===== src/hw/rtl/calclk_pkg.sv =====
// shared types, constants and helpers for the calendar clock
// no dependencies
`timescale 1ns / 1ps

package calclk_pkg;

	// field widths
	localparam int unsigned YEAR_W  = 14;
	localparam int unsigned MONTH_W = 4;
	localparam int unsigned DAY_W   = 5;
	localparam int unsigned HOUR_W  = 5;
	localparam int unsigned MIN_W   = 6;
	localparam int unsigned SEC_W   = 6;
	localparam int unsigned MODE_W  = 3;
	localparam int unsigned TUNE_W  = 2;
	localparam int unsigned TPS_W   = 16;
	localparam int unsigned ALARM_W = 17;
	localparam int unsigned NUM_ALARMS = 3;

	// configuration port
	localparam int unsigned PADDR_W = 4;
	localparam int unsigned PDATA_W = 32;

	// register indexes
	localparam logic [1:0] REG_TICKS_PER_SECOND = 2'd0;
	localparam logic [1:0] REG_ALARM_ZERO_TIME  = 2'd1;
	localparam logic [1:0] REG_ALARM_ONE_TIME   = 2'd2;
	localparam logic [1:0] REG_ALARM_TWO_TIME   = 2'd3;

	// input modes
	localparam logic [MODE_W-1:0] MODE_TICK    = 3'd0;
	localparam logic [MODE_W-1:0] MODE_PAUSE   = 3'd1;
	localparam logic [MODE_W-1:0] MODE_LOAD    = 3'd2;
	localparam logic [MODE_W-1:0] MODE_ARM     = 3'd3;
	localparam logic [MODE_W-1:0] MODE_SILENCE = 3'd4;

	// reset values
	localparam logic [TPS_W-1:0]   TPS_RESET   = 16'd2881;
	localparam logic [YEAR_W-1:0]  YEAR_RESET  = 14'd2019;
	localparam logic [MONTH_W-1:0] MONTH_RESET = 4'd5;
	localparam logic [DAY_W-1:0]   DAY_RESET   = 5'd1;

	// rollover limits
	localparam logic [SEC_W:0]    SEC_LIMIT   = 7'd60;
	localparam logic [MIN_W:0]    MIN_LIMIT   = 7'd60;
	localparam logic [HOUR_W:0]   HOUR_LIMIT  = 6'd24;
	localparam logic [MONTH_W:0]  MONTH_LIMIT = 5'd13;
	localparam logic [YEAR_W-1:0] YEAR_LAST   = 14'd9999;

	// packed alarm time: hour, minute, second
	localparam int unsigned ALM_SEC_LSB  = 0;
	localparam int unsigned ALM_MIN_LSB  = 6;
	localparam int unsigned ALM_HOUR_LSB = 12;

	typedef struct packed {
		logic [MODE_W-1:0]  mode;
		logic [YEAR_W-1:0]  load_year;
		logic [MONTH_W-1:0] load_month;
		logic [DAY_W-1:0]   load_day;
		logic [HOUR_W-1:0]  load_hour;
		logic [MIN_W-1:0]   load_minute;
		logic [SEC_W-1:0]   load_second;
	} item_t;

	typedef struct packed {
		logic [YEAR_W-1:0]  year;
		logic [MONTH_W-1:0] month;
		logic [DAY_W-1:0]   day;
		logic [HOUR_W-1:0]  hour;
		logic [MIN_W-1:0]   minute;
		logic [SEC_W-1:0]   second;
		logic               ringing;
		logic [TUNE_W-1:0]  alarm_tune;
	} result_t;

	// days in a month, no leap years; months out of range count as 31
	function automatic logic [DAY_W-1:0] month_length(input logic [MONTH_W-1:0] m);
		logic [DAY_W-1:0] len;
		if (m == 4'd2) begin
			len = 5'd28;
		end else if (m >= 4'd1 && m <= 4'd7) begin
			len = m[0] ? 5'd31 : 5'd30;
		end else if (m >= 4'd8 && m <= 4'd12) begin
			len = m[0] ? 5'd30 : 5'd31;
		end else begin
			len = 5'd31;
		end
		return len;
	endfunction

endpackage


===== src/hw/rtl/calclk_if.sv =====
// valid/ready channel interfaces for the calendar clock items and results
// depends on calclk_pkg
`timescale 1ns / 1ps

interface calclk_item_if;
	logic                valid;
	logic                ready;
	calclk_pkg::item_t   data;
	modport source (output valid, output data, input ready);
	modport sink   (input valid, input data, output ready);
endinterface

interface calclk_result_if;
	logic                valid;
	logic                ready;
	calclk_pkg::result_t data;
	modport source (output valid, output data, input ready);
	modport sink   (input valid, input data, output ready);
endinterface


===== src/hw/rtl/calendar_clock_with_alarms.sv =====
// Calendar clock with three alarms: top level
// Takes each item and updates the time, alarm and ringer
// state; the result is shown the cycle after the transfer in an output
// register. A new item is taken in every cycle as long as the output
// register is empty or its result is taken in the same cycle, so the block
// runs at one item per cycle, set by the single carry chain from second to
// year and the three alarm compares in front of the state registers.
// Registers over APB (byte address, 32-bit data): 0x0 ticks_per_second,
// 0x4/0x8/0xC alarm 0/1/2 time packed as hour*4096 + minute*64 + second.
// pready is always high; writes belong to idle periods only.
// Depends on calclk_pkg and calclk_if.
`timescale 1ns / 1ps

module calendar_clock_with_alarms (
	input  logic                             clk,
	input  logic                             arst_n,
	calclk_item_if.sink                      item,
	calclk_result_if.source                  result,
	input  logic                             psel,
	input  logic                             penable,
	input  logic                             pwrite,
	input  logic [calclk_pkg::PADDR_W-1:0]   paddr,
	input  logic [calclk_pkg::PDATA_W-1:0]   pwdata,
	output logic [calclk_pkg::PDATA_W-1:0]   prdata,
	output logic                             pready
);

	// configuration registers
	logic [calclk_pkg::TPS_W-1:0]   tps_q;
	logic [calclk_pkg::ALARM_W-1:0] alarm_q [calclk_pkg::NUM_ALARMS];

	// clock state
	logic [calclk_pkg::TPS_W-1:0]      prescale_q, prescale_n;
	logic                              paused_q, paused_n;
	logic [calclk_pkg::YEAR_W-1:0]     year_q, year_n;
	logic [calclk_pkg::MONTH_W-1:0]    month_q, month_n;
	logic [calclk_pkg::DAY_W-1:0]      day_q, day_n;
	logic [calclk_pkg::HOUR_W-1:0]     hour_q, hour_n;
	logic [calclk_pkg::MIN_W-1:0]      minute_q, minute_n;
	logic [calclk_pkg::SEC_W-1:0]      second_q, second_n;
	logic [calclk_pkg::NUM_ALARMS-1:0] armed_q, armed_n, armed_mode;
	logic                              ring_q, ring_n;
	logic [calclk_pkg::TUNE_W-1:0]     source_q, source_n;

	// output register
	logic                res_valid_q;
	calclk_pkg::result_t res_q;

	// increments, one bit wider for the compares
	logic [calclk_pkg::TPS_W:0]   prescale_inc;
	logic [calclk_pkg::SEC_W:0]   second_inc;
	logic [calclk_pkg::MIN_W:0]   minute_inc;
	logic [calclk_pkg::HOUR_W:0]  hour_inc;
	logic [calclk_pkg::DAY_W:0]   day_inc;
	logic [calclk_pkg::MONTH_W:0] month_inc;
	logic [calclk_pkg::NUM_ALARMS-1:0] match;

	logic in_ready;
	logic in_xfer;
	logic cfg_wr;
	logic [1:0] cfg_idx;

	// handshake: take an item when the output register is free or drains
	assign in_ready   = !res_valid_q || result.ready;
	assign item.ready = in_ready;
	assign in_xfer    = item.valid && in_ready;

	assign prescale_inc = {1'b0, prescale_q} + 17'd1;
	assign second_inc   = {1'b0, second_q} + 7'd1;
	assign minute_inc   = {1'b0, minute_q} + 7'd1;
	assign hour_inc     = {1'b0, hour_q} + 6'd1;
	assign day_inc      = {1'b0, day_q} + 6'd1;
	assign month_inc    = {1'b0, month_q} + 5'd1;

	// mode effect and the carry chain
	always_comb begin
		prescale_n = prescale_q;
		paused_n   = paused_q;
		year_n     = year_q;
		month_n    = month_q;
		day_n      = day_q;
		hour_n     = hour_q;
		minute_n   = minute_q;
		second_n   = second_q;
		armed_mode = armed_q;
		ring_n     = ring_q;
		source_n   = source_q;
		case (item.data.mode)
			calclk_pkg::MODE_TICK: begin
				if (!paused_q) begin
					if (prescale_inc >= {1'b0, tps_q}) begin
						prescale_n = '0;
						if (second_inc < calclk_pkg::SEC_LIMIT) begin
							second_n = second_inc[calclk_pkg::SEC_W-1:0];
						end else begin
							second_n = '0;
							if (minute_inc < calclk_pkg::MIN_LIMIT) begin
								minute_n = minute_inc[calclk_pkg::MIN_W-1:0];
							end else begin
								minute_n = '0;
								if (hour_inc < calclk_pkg::HOUR_LIMIT) begin
									hour_n = hour_inc[calclk_pkg::HOUR_W-1:0];
								end else begin
									hour_n = '0;
									if (day_inc <= {1'b0, calclk_pkg::month_length(month_q)}) begin
										day_n = day_inc[calclk_pkg::DAY_W-1:0];
									end else begin
										day_n = calclk_pkg::DAY_RESET;
										if (month_inc < calclk_pkg::MONTH_LIMIT) begin
											month_n = month_inc[calclk_pkg::MONTH_W-1:0];
										end else begin
											month_n = 4'd1;
											if (year_q >= calclk_pkg::YEAR_LAST) begin
												year_n = '0;
											end else begin
												year_n = year_q + 14'd1;
											end
										end
									end
								end
							end
						end
					end else begin
						prescale_n = prescale_inc[calclk_pkg::TPS_W-1:0];
					end
				end
			end
			calclk_pkg::MODE_PAUSE: begin
				paused_n = 1'b1;
			end
			calclk_pkg::MODE_LOAD: begin
				year_n   = item.data.load_year;
				month_n  = item.data.load_month;
				day_n    = item.data.load_day;
				hour_n   = item.data.load_hour;
				minute_n = item.data.load_minute;
				second_n = item.data.load_second;
				paused_n = 1'b0;
			end
			calclk_pkg::MODE_ARM: begin
				armed_mode = '1;
			end
			calclk_pkg::MODE_SILENCE: begin
				ring_n   = 1'b0;
				source_n = '0;
			end
			default: begin
			end
		endcase

		// alarm compare against the updated time
		for (int i = 0; i < calclk_pkg::NUM_ALARMS; i++) begin
			match[i] = armed_mode[i]
				&& alarm_q[i][calclk_pkg::ALM_HOUR_LSB +: calclk_pkg::HOUR_W] == hour_n
				&& alarm_q[i][calclk_pkg::ALM_MIN_LSB +: calclk_pkg::MIN_W] == minute_n
				&& alarm_q[i][calclk_pkg::ALM_SEC_LSB +: calclk_pkg::SEC_W] == second_n;
		end

		// lowest matching alarm rings and is disarmed
		armed_n = armed_mode;
		for (int i = calclk_pkg::NUM_ALARMS - 1; i >= 0; i--) begin
			if (match[i]) begin
				ring_n   = 1'b1;
				source_n = calclk_pkg::TUNE_W'(i + 1);
				armed_n  = armed_mode & ~(calclk_pkg::NUM_ALARMS'(1) << i);
			end
		end
	end

	// state registers, updated on each item transfer
	always_ff @(posedge clk or negedge arst_n) begin
		if (!arst_n) begin
			prescale_q <= '0;
			paused_q   <= 1'b0;
			year_q     <= calclk_pkg::YEAR_RESET;
			month_q    <= calclk_pkg::MONTH_RESET;
			day_q      <= calclk_pkg::DAY_RESET;
			hour_q     <= '0;
			minute_q   <= '0;
			second_q   <= '0;
			armed_q    <= '0;
			ring_q     <= 1'b0;
			source_q   <= '0;
		end else if (in_xfer) begin
			prescale_q <= prescale_n;
			paused_q   <= paused_n;
			year_q     <= year_n;
			month_q    <= month_n;
			day_q      <= day_n;
			hour_q     <= hour_n;
			minute_q   <= minute_n;
			second_q   <= second_n;
			armed_q    <= armed_n;
			ring_q     <= ring_n;
			source_q   <= source_n;
		end
	end

	// output register valid
	always_ff @(posedge clk or negedge arst_n) begin
		if (!arst_n) begin
			res_valid_q <= 1'b0;
		end else if (in_xfer) begin
			res_valid_q <= 1'b1;
		end else if (result.ready) begin
			res_valid_q <= 1'b0;
		end
	end

	// output register payload
	always_ff @(posedge clk) begin
		if (in_xfer) begin
			res_q.year       <= year_n;
			res_q.month      <= month_n;
			res_q.day        <= day_n;
			res_q.hour       <= hour_n;
			res_q.minute     <= minute_n;
			res_q.second     <= second_n;
			res_q.ringing    <= ring_n;
			res_q.alarm_tune <= ring_n ? source_n : '0;
		end
	end

	assign result.valid = res_valid_q;
	assign result.data  = res_q;

	// configuration writes
	assign pready  = 1'b1;
	assign cfg_wr  = psel && penable && pwrite;
	assign cfg_idx = paddr[3:2];

	always_ff @(posedge clk or negedge arst_n) begin
		if (!arst_n) begin
			tps_q <= calclk_pkg::TPS_RESET;
			for (int i = 0; i < calclk_pkg::NUM_ALARMS; i++) begin
				alarm_q[i] <= '0;
			end
		end else if (cfg_wr) begin
			unique case (cfg_idx)
				calclk_pkg::REG_TICKS_PER_SECOND: tps_q      <= pwdata[calclk_pkg::TPS_W-1:0];
				calclk_pkg::REG_ALARM_ZERO_TIME:  alarm_q[0] <= pwdata[calclk_pkg::ALARM_W-1:0];
				calclk_pkg::REG_ALARM_ONE_TIME:   alarm_q[1] <= pwdata[calclk_pkg::ALARM_W-1:0];
				calclk_pkg::REG_ALARM_TWO_TIME:   alarm_q[2] <= pwdata[calclk_pkg::ALARM_W-1:0];
				default: begin
				end
			endcase
		end
	end

	// configuration reads
	always_comb begin
		unique case (cfg_idx)
			calclk_pkg::REG_TICKS_PER_SECOND: prdata = calclk_pkg::PDATA_W'(tps_q);
			calclk_pkg::REG_ALARM_ZERO_TIME:  prdata = calclk_pkg::PDATA_W'(alarm_q[0]);
			calclk_pkg::REG_ALARM_ONE_TIME:   prdata = calclk_pkg::PDATA_W'(alarm_q[1]);
			calclk_pkg::REG_ALARM_TWO_TIME:   prdata = calclk_pkg::PDATA_W'(alarm_q[2]);
			default:                          prdata = '0;
		endcase
	end

endmodule


===== src/flat_wrapper.sv =====
// flat-port wrapper written by rule: the top's interface ports become plain ports
module calendar_clock_with_alarms_flat 
  (clk, arst_n, psel, penable, pwrite, paddr, pwdata, prdata, pready, item_valid, item_data, item_ready, result_valid, result_data, result_ready);
  calclk_item_if item_i ();
  calclk_result_if result_i ();
  input  logic clk;
  input  logic arst_n;
  input  logic psel;
  input  logic penable;
  input  logic pwrite;
  input  logic [calclk_pkg::PADDR_W-1:0] paddr;
  input  logic [calclk_pkg::PDATA_W-1:0] pwdata;
  output logic [calclk_pkg::PDATA_W-1:0] prdata;
  output logic pready;
  input wire logic [$bits(item_i.valid)-1:0] item_valid;
  input wire logic [$bits(item_i.data)-1:0] item_data;
  output wire logic [$bits(item_i.ready)-1:0] item_ready;
  output wire logic [$bits(result_i.valid)-1:0] result_valid;
  output wire logic [$bits(result_i.data)-1:0] result_data;
  input wire logic [$bits(result_i.ready)-1:0] result_ready;
  assign item_i.valid = item_valid;
  assign item_i.data = item_data;
  assign item_ready = item_i.ready;
  assign result_valid = result_i.valid;
  assign result_data = result_i.data;
  assign result_i.ready = result_ready;
  calendar_clock_with_alarms u_core (.clk(clk), .arst_n(arst_n), .item(item_i), .result(result_i), .psel(psel), .penable(penable), .pwrite(pwrite), .paddr(paddr), .pwdata(pwdata), .prdata(prdata), .pready(pready));
endmodule

===== config.mk =====
export PLATFORM = sky130hd
export DESIGN_NAME = calendar_clock_with_alarms_flat
export DESIGN_NICKNAME = d
export VERILOG_FILES = /design/src/hw/rtl/calclk_pkg.sv /design/src/hw/rtl/calclk_if.sv /design/src/hw/rtl/calendar_clock_with_alarms.sv /design/src/flat_wrapper.sv
export SDC_FILE = /design/constraint.sdc
export NUM_CORES = 1
export LEC_CHECK = 0
export ABC_CLOCK_PERIOD_IN_PS = 5800
export BUFFER_PORTS_ARGS = -buffer_cell sky130_fd_sc_hd__buf_2
export CAP_MARGIN = 20
export CORE_UTILIZATION = 49
export DETAILED_ROUTE_END_ITERATION = 16
export PLACE_DENSITY = 0.7
export SLEW_MARGIN = 20
export SYNTH_ARGS = -nofsm -noshare
export SYNTH_HDL_FRONTEND = slang
export SYNTH_SLANG_ARGS = --single-unit

===== constraint.sdc =====
create_clock -name clk -period 5.8 [get_ports clk]
set_input_delay 0 -clock clk [delete_from_list [all_inputs] [get_ports clk]]
set_output_delay 0 -clock clk [all_outputs]
set_load 0.01 [all_outputs]

Word level (Yosys, flattened, before mapping)
Cells that the tools add are included.
- flip-flop bits (word level): 174
- output and inout port bits: 78
- $add $sub $neg: 7
- magnitude comparators: 11
- equal/unequal tests: 17
- muxes and demuxes: 67
- bitwise logic cells: 1
- reductions and logical operators: 26
- operator list (cell ; count):
    32-bit case mux with 4 select lines ; 1
    14-bit 2-to-1 mux ; 8
    5-bit 2-to-1 mux ; 20
    6-bit 2-to-1 mux ; 7
    6-bit equality test ; 6
    4-bit 2-to-1 mux ; 7
    14-bit case mux with 2 select lines ; 1
    6-bit case mux with 2 select lines ; 2
    5-bit case mux with 2 select lines ; 2
    16-bit by 1-bit adder with 17-bit output, second input constant ; 1
    17-bit by 16-bit greater-or-equal comparator with 1-bit output ; 1
    16-bit 2-to-1 mux ; 1
    5-bit equality test ; 3
    14-bit by 1-bit adder with 14-bit output, second input constant ; 1
    6-bit by 1-bit adder with 7-bit output, second input constant ; 2
    14-bit greater-or-equal comparator, second input constant ; 1
    1-bit logical AND ; 14
    7-bit by 6-bit less-than comparator with 1-bit output, second input constant ; 2
    5-bit by 1-bit adder with 6-bit output, second input constant ; 2
    3-bit 2-to-1 mux ; 4
    2-bit AND reduction ; 5
    1-bit 2-to-1 mux ; 8
    2-bit 2-to-1 mux ; 4
    4-bit case mux with 2 select lines ; 1
    22 further kinds ; 25

Logic depth before layout (Yosys ltp)
- depth after elaboration: 19
- gate-level depth with buffers: 21

Worst setup path before layout
Ideal clock, no wire load.
- path kind: register -> register
- start point: register u_core.prescale_q[0] (netlist bit)
- end point: register u_core.armed_q[1] (netlist bit)
- setup time: 0.121 ns
- arrival time: 5.064 ns
- data required time: 5.679 ns
- path slack: 0.614 ns
- cell stages (with the launch flop): 20
- path buffers: 1
- cells stage by stage: dfrtp_1 -> and3_1 -> nand3_1 -> nor2_1 -> and3_1 -> and3_1 -> nand3_1 -> xnor2_1 -> ha_1 -> nand4_1 -> nor4_1 -> a211oi_1 -> clkbuf_1 -> a2111oi_0 -> o31ai_4 -> xor2_1 -> o2111ai_1 -> or4_1 -> or3_1 -> o22a_1
- word-level cells in the longest chain between the ends: 11
- RTL lines (item ; line ; RTL):
    start: declaration ; calendar_clock_with_alarms.sv:33 ; logic [calclk_pkg::TPS_W-1:0] prescale_q, prescale_n;
    start signal: assignment ; calendar_clock_with_alarms.sv:185 ; prescale_q <= prescale_n;
    16-bit by 1-bit adder with 17-bit output (*) ; calendar_clock_with_alarms.sv:68 ; assign prescale_inc = {1'b0, prescale_q} + 17'd1;
    17-bit by 16-bit greater-or-equal comparator with 1-bit output (*) ; calendar_clock_with_alarms.sv:91 ; if (prescale_inc >= {1'b0, tps_q}) begin
    5-bit 2-to-1 mux ; calendar_clock_with_alarms.sv:91 ;
    5-bit 2-to-1 mux ; calendar_clock_with_alarms.sv:90 ; if (!paused_q) begin
    5-bit case mux with 2 select lines ; calendar_clock_with_alarms.sv:88 ; case (item.data.mode)
    5-bit equality test ; calendar_clock_with_alarms.sv:154 ; && alarm_q[i][calclk_pkg::ALM_HOUR_LSB +: calclk_pkg::HOUR_W] == hour_n
    1-bit logical AND ; calendar_clock_with_alarms.sv:154 ;
    1-bit logical AND ; calendar_clock_with_alarms.sv:155 ; && alarm_q[i][calclk_pkg::ALM_MIN_LSB +: calclk_pkg::MIN_W] == minute_n
    1-bit logical AND ; calendar_clock_with_alarms.sv:156 ; && alarm_q[i][calclk_pkg::ALM_SEC_LSB +: calclk_pkg::SEC_W] == second_n;
    3-bit 2-to-1 mux ; calendar_clock_with_alarms.sv:162 ; if (match[i]) begin
    3-bit 2-to-1 mux (*) ; calendar_clock_with_alarms.sv:162 ;
    end signal: assignment ; calendar_clock_with_alarms.sv:193 ; armed_q <= armed_n;
    end: declaration ; calendar_clock_with_alarms.sv:41 ; logic [calclk_pkg::NUM_ALARMS-1:0] armed_q, armed_n, armed_mode;
Mark *: on every way between the ends. The rest lies on a longest branch, timed or not.
A chain may end at the register's enable or synchronous reset.

Worst setup path after layout
- start point: register u_core.prescale_q[0] (netlist bit)
- end point: register u_core.res_q (netlist bit u_core.result.data[1]) (data pin)
- RTL lines (item ; line ; RTL):
    16-bit by 1-bit adder with 17-bit output (*) ; calendar_clock_with_alarms.sv:68 ;
    17-bit by 16-bit greater-or-equal comparator with 1-bit output (*) ; calendar_clock_with_alarms.sv:91 ;
    6-bit 2-to-1 mux (*) ; calendar_clock_with_alarms.sv:91 ;
    6-bit 2-to-1 mux (*) ; calendar_clock_with_alarms.sv:90 ;
    6-bit case mux with 2 select lines (*) ; calendar_clock_with_alarms.sv:88 ;
    named net u_core.second_n, one bit ; calendar_clock_with_alarms.sv:40 ; logic [calclk_pkg::SEC_W-1:0] second_q, second_n;
    6-bit equality test ; calendar_clock_with_alarms.sv:156 ;
    1-bit logical AND ; calendar_clock_with_alarms.sv:156 ;
    2-bit 2-to-1 mux or 1-bit 2-to-1 mux (tied branches) (3 in a row) ; calendar_clock_with_alarms.sv:162 ;
    end: declaration ; calendar_clock_with_alarms.sv:47 ; calclk_pkg::result_t res_q;
Mark *: on every way through the listed nets, which the timed path passes. The rest lies on a longest branch.

==> impl_metrics.tcl <==
set metrics [dict create \
    tightest_slew_ns 1.01 \
    syn2layout_area_growth_pct 17.6 \
    irDropWorstVdd_uv 213 \
    overflow 0 \
    cap_violations 0 \
    vias 12100 \
    final_cell_mix "182 x nand2_1, 138 x o21ai_0, 129 x buf_2, 115 x dfrtp_1, 80 x nor2_1" \
    h-tree-depth 4 \
    finalSetupTns_ns 0 \
    setup_violations 0 \
    worstPathRequired_ns 5.98 \
    viasPerCell 6.35 \
    fin_nets 1675 \
    max-slew-margin-rel 0.318 \
    gp_congestion 0.975 \
    timing.final.crit_share 0.940 \
    grt_pass1_wl_mm 68.5 \
    worst_hold_slack_ns 0.0306 \
    rows 57 \
    cp_max_fo 10 \
    internal_power_w 0.00278 \
    synth_area_um2 12300 \
    layout_commonest_cell "nand2_1" \
    place_hpwl_mm 34.2 \
    drt-pass1-iter-count 7 \
    fillCellCount 2160 \
    synth_cell_types 99 \
    p_switching_w 0.00193 \
    finalClockSkew_ns 0.0187 \
    first_iter_violations 1284 \
    grt_usage 0.356 \
    fp.dieW_um 161 \
    routed_wl_mm 45.6 \
    regArea_um2 4590 \
    synth-async-reset-ratio 0.753 \
    synth_edf_count 43 \
    hold_viol_final 0 \
    wl_per_cell_um 24.0 \
    synthCells 1396 \
    power_frac_comb 0.343 \
    post-route-drc-count 0 \
    clock-sinks 174 \
    yosys_warnings 0 \
    crit_arrival_ns 5.63 \
    netSwitchingFraction 0.409 \
    cp-start-kind "flip-flop" \
    wl_met1_mm 19.0 \
    avgSynthCellArea_um2 8.82 \
    min_period_ns 5.45 \
    ys_ff_latch 174 \
    ys_seq_area_frac 0.373 \
    top_layer "met4" \
    synthFlopType "dfrtp_1" \
    hold_class "in -> reg" \
    pwr_density_cell_nw_per_um2 325 \
    grt_pass1_vias 11300 \
    clock_path_buffers 2 \
    p_seq_frac 0.402 \
    antenna_found_initial 0 \
    clock_latency_ns 0.44 \
    rsz0062_at_grt "no" \
    drive_gt1_frac 0.217 \
    ant_nets 0 \
    wl_met2_mm 21.6 \
    wl_met3_mm 3.95 \
    die_area_um2 25800 \
    multi_input_area_um2 7190 \
    endpoint_kind "flip-flop" \
    grt_max_degree 85 \
    cts_made_buffers 17 \
    die_y_um 161 \
    cts_tree "done" \
    core_um2 24500 \
    status "finished clean" \
    p_leak_nw 5.97 \
    cts_root_buf "clkbuf_16" \
    fmax_mhz 183 \
    io_pins 164 \
    path_clk_slew_ns 0.08 \
    port_buffers 130 \
    initial_core_util 0.503 \
    drv_slew 0 \
    crit_type "reg -> reg" \
    clockPowerShare 0.255 \
]
## cell usage after synthesis (10+ instances only)
library cell	count	area [um^2]
nand2_1	182	683
o21ai_0	139	696
dfrtp_1	115	2880
nor2_1	81	304
a21oi_1	68	340
clkbuf_1	62	233
mux2_2	54	608
inv_1	49	184
edfxtp_1	43	1290
nor3_1	42	210
nand3_1	40	200
ha_1	28	350
nand4_1	24	150
xor2_1	21	184
a211oi_1	18	135
buf_4	17	128
and3_1	16	100
dfstp_2	16	420
mux4_2	16	360
nor4_1	16	100
a22oi_1	15	113
nand2b_1	15	93.8
nor2b_1	15	93.8
xnor2_1	15	131
a2111oi_0	13	114
buf_1	13	48.8
o211ai_1	13	97.6
or3_1	13	81.3
a21boi_0	12	90.1
a31oi_1	12	75.1
and2_1	11	68.8
o21a_1	10	75.1
o31ai_1	10	75.1
## metal layers
metal / GRT usage / vias to the layer above
met2: 0.587 / 631
li1: - / 5543
met5: 0 / -
met1: 0.466 / 5815
met3: 0.0788 / 82
met4: 0.106 / 0
## through the flow
step | cells | util | setup slack (ns) | power [W] | instance area (um^2)
final | 1900 | 0.592 | 0.350 | 0.00471 | 14500
after global routing | 1898 | 0.592 | 0.000528 | 0.00494 | 14500
after CTS | 1897 | 0.591 | 0.342 | 0.00469 | 14500
after detailed placement | 1825 | 0.550 | 0.374 | 0.00345 | 13400
after global placement | 1825 | 0.550 | 0.445 | 0.00344 | 13400
after floorplan | 1410 | - | 0.614 | 0.00282 | 12400
## flip-flops by register name, indices dropped and copies added (netlist names)
| name | cells |
|---|---|
| u_core.result.valid | 1 |
| u_core.second_q | 6 |
| u_core.tps_q | 16 |
| u_core.year_q | 14 |
| u_core.armed_q | 3 |
| u_core.alarm_q | 51 |
| u_core.paused_q | 1 |
| u_core.month_q | 4 |
| u_core.day_q | 5 |
| u_core.result.data | 43 |
| u_core.hour_q | 5 |
| u_core.minute_q | 6 |
| u_core.source_q | 2 |
| u_core.ring_q | 1 |
| u_core.prescale_q | 16 |
## power by group through the flow
stage,sequential [W],clock (W),combinational (W)
3_5_place_dp,0.00190,0,0.00155
4_1_cts,0.00188,0.00122,0.00159
5_1_grt,0.00192,0.00127,0.00175
6_report,0.00190,0.00120,0.00161
2_1_floorplan,0.00172,0,0.00110
3_3_place_gp,0.00189,0,0.00155
## kinds of logic after synthesis
logic type	Yosys count	share of synthesized area
AO/OA/AOI/OAI	419	0.229
XOR/XNOR	36	0.0256
adder cells (fa/ha/maj)	28	0.0285
buffers and inverters	146	0.0500
flip-flops	174	0.373
multiplexers	76	0.0836
other	2	0.000610
AND/OR/NAND/NOR	515	0.210
## timing repair
item,4_1_cts,5_1_grt
setup endpoints to repair,0,8
gates resized for setup,0,4
buffers inserted,0,1
hold buffers,40,0
endpoints found under the hold margin,153,0
## worst max-delay path: stages, from the launching register on
cell,delay [ns]
dfrtp_1,0.43
ha_1,0.28
nand4_1,0.20
or2_1,0.38
nor3_1,0.25
xor2_1,0.13
ha_1,0.20
a2111oi_0,0.38
o21ai_1,0.15
a32oi_1,0.24
nand2_1,0.32
buf_4,0.29
o21ai_0,0.60
a21oi_1,0.23
xor2_1,0.35
nor4b_1,0.10
and4b_1,0.25
a21oi_1,0.29
a21oi_1,0.11
## cell type report
class,count,share of cell area
inverters,51,0.0132
flip-flops and latches,174,0.317
repair buffers,227,0.103
clock inverters,15,0.0130
diodes,2,0.000346
clock buffers,17,0.0294
well taps,324,0.0280
multi-input cells,1090,0.496
## worst paths after layout
check | startpoint | cells past startpoint | slack, ns | to
setup reg to reg | u_core.prescale_q[0] | 18 | 0.35 | u_core.result.data[1]
hold / removal | item_data[18] | 4 | 0.03 | u_core.result.data[21]
hold reg to reg | u_core.year_q[1] | 2 | 0.50 | u_core.year_q[1]
min in group asynchronous | arst_n | 2 | 0.07 | u_core.month_q[1]
max in group asynchronous | arst_n | 3 | 4.57 | u_core.alarm_q[50]
setup / recovery | u_core.prescale_q[0] | 18 | 0.35 | u_core.result.data[1]
Power figures use the tool's default switching activity.
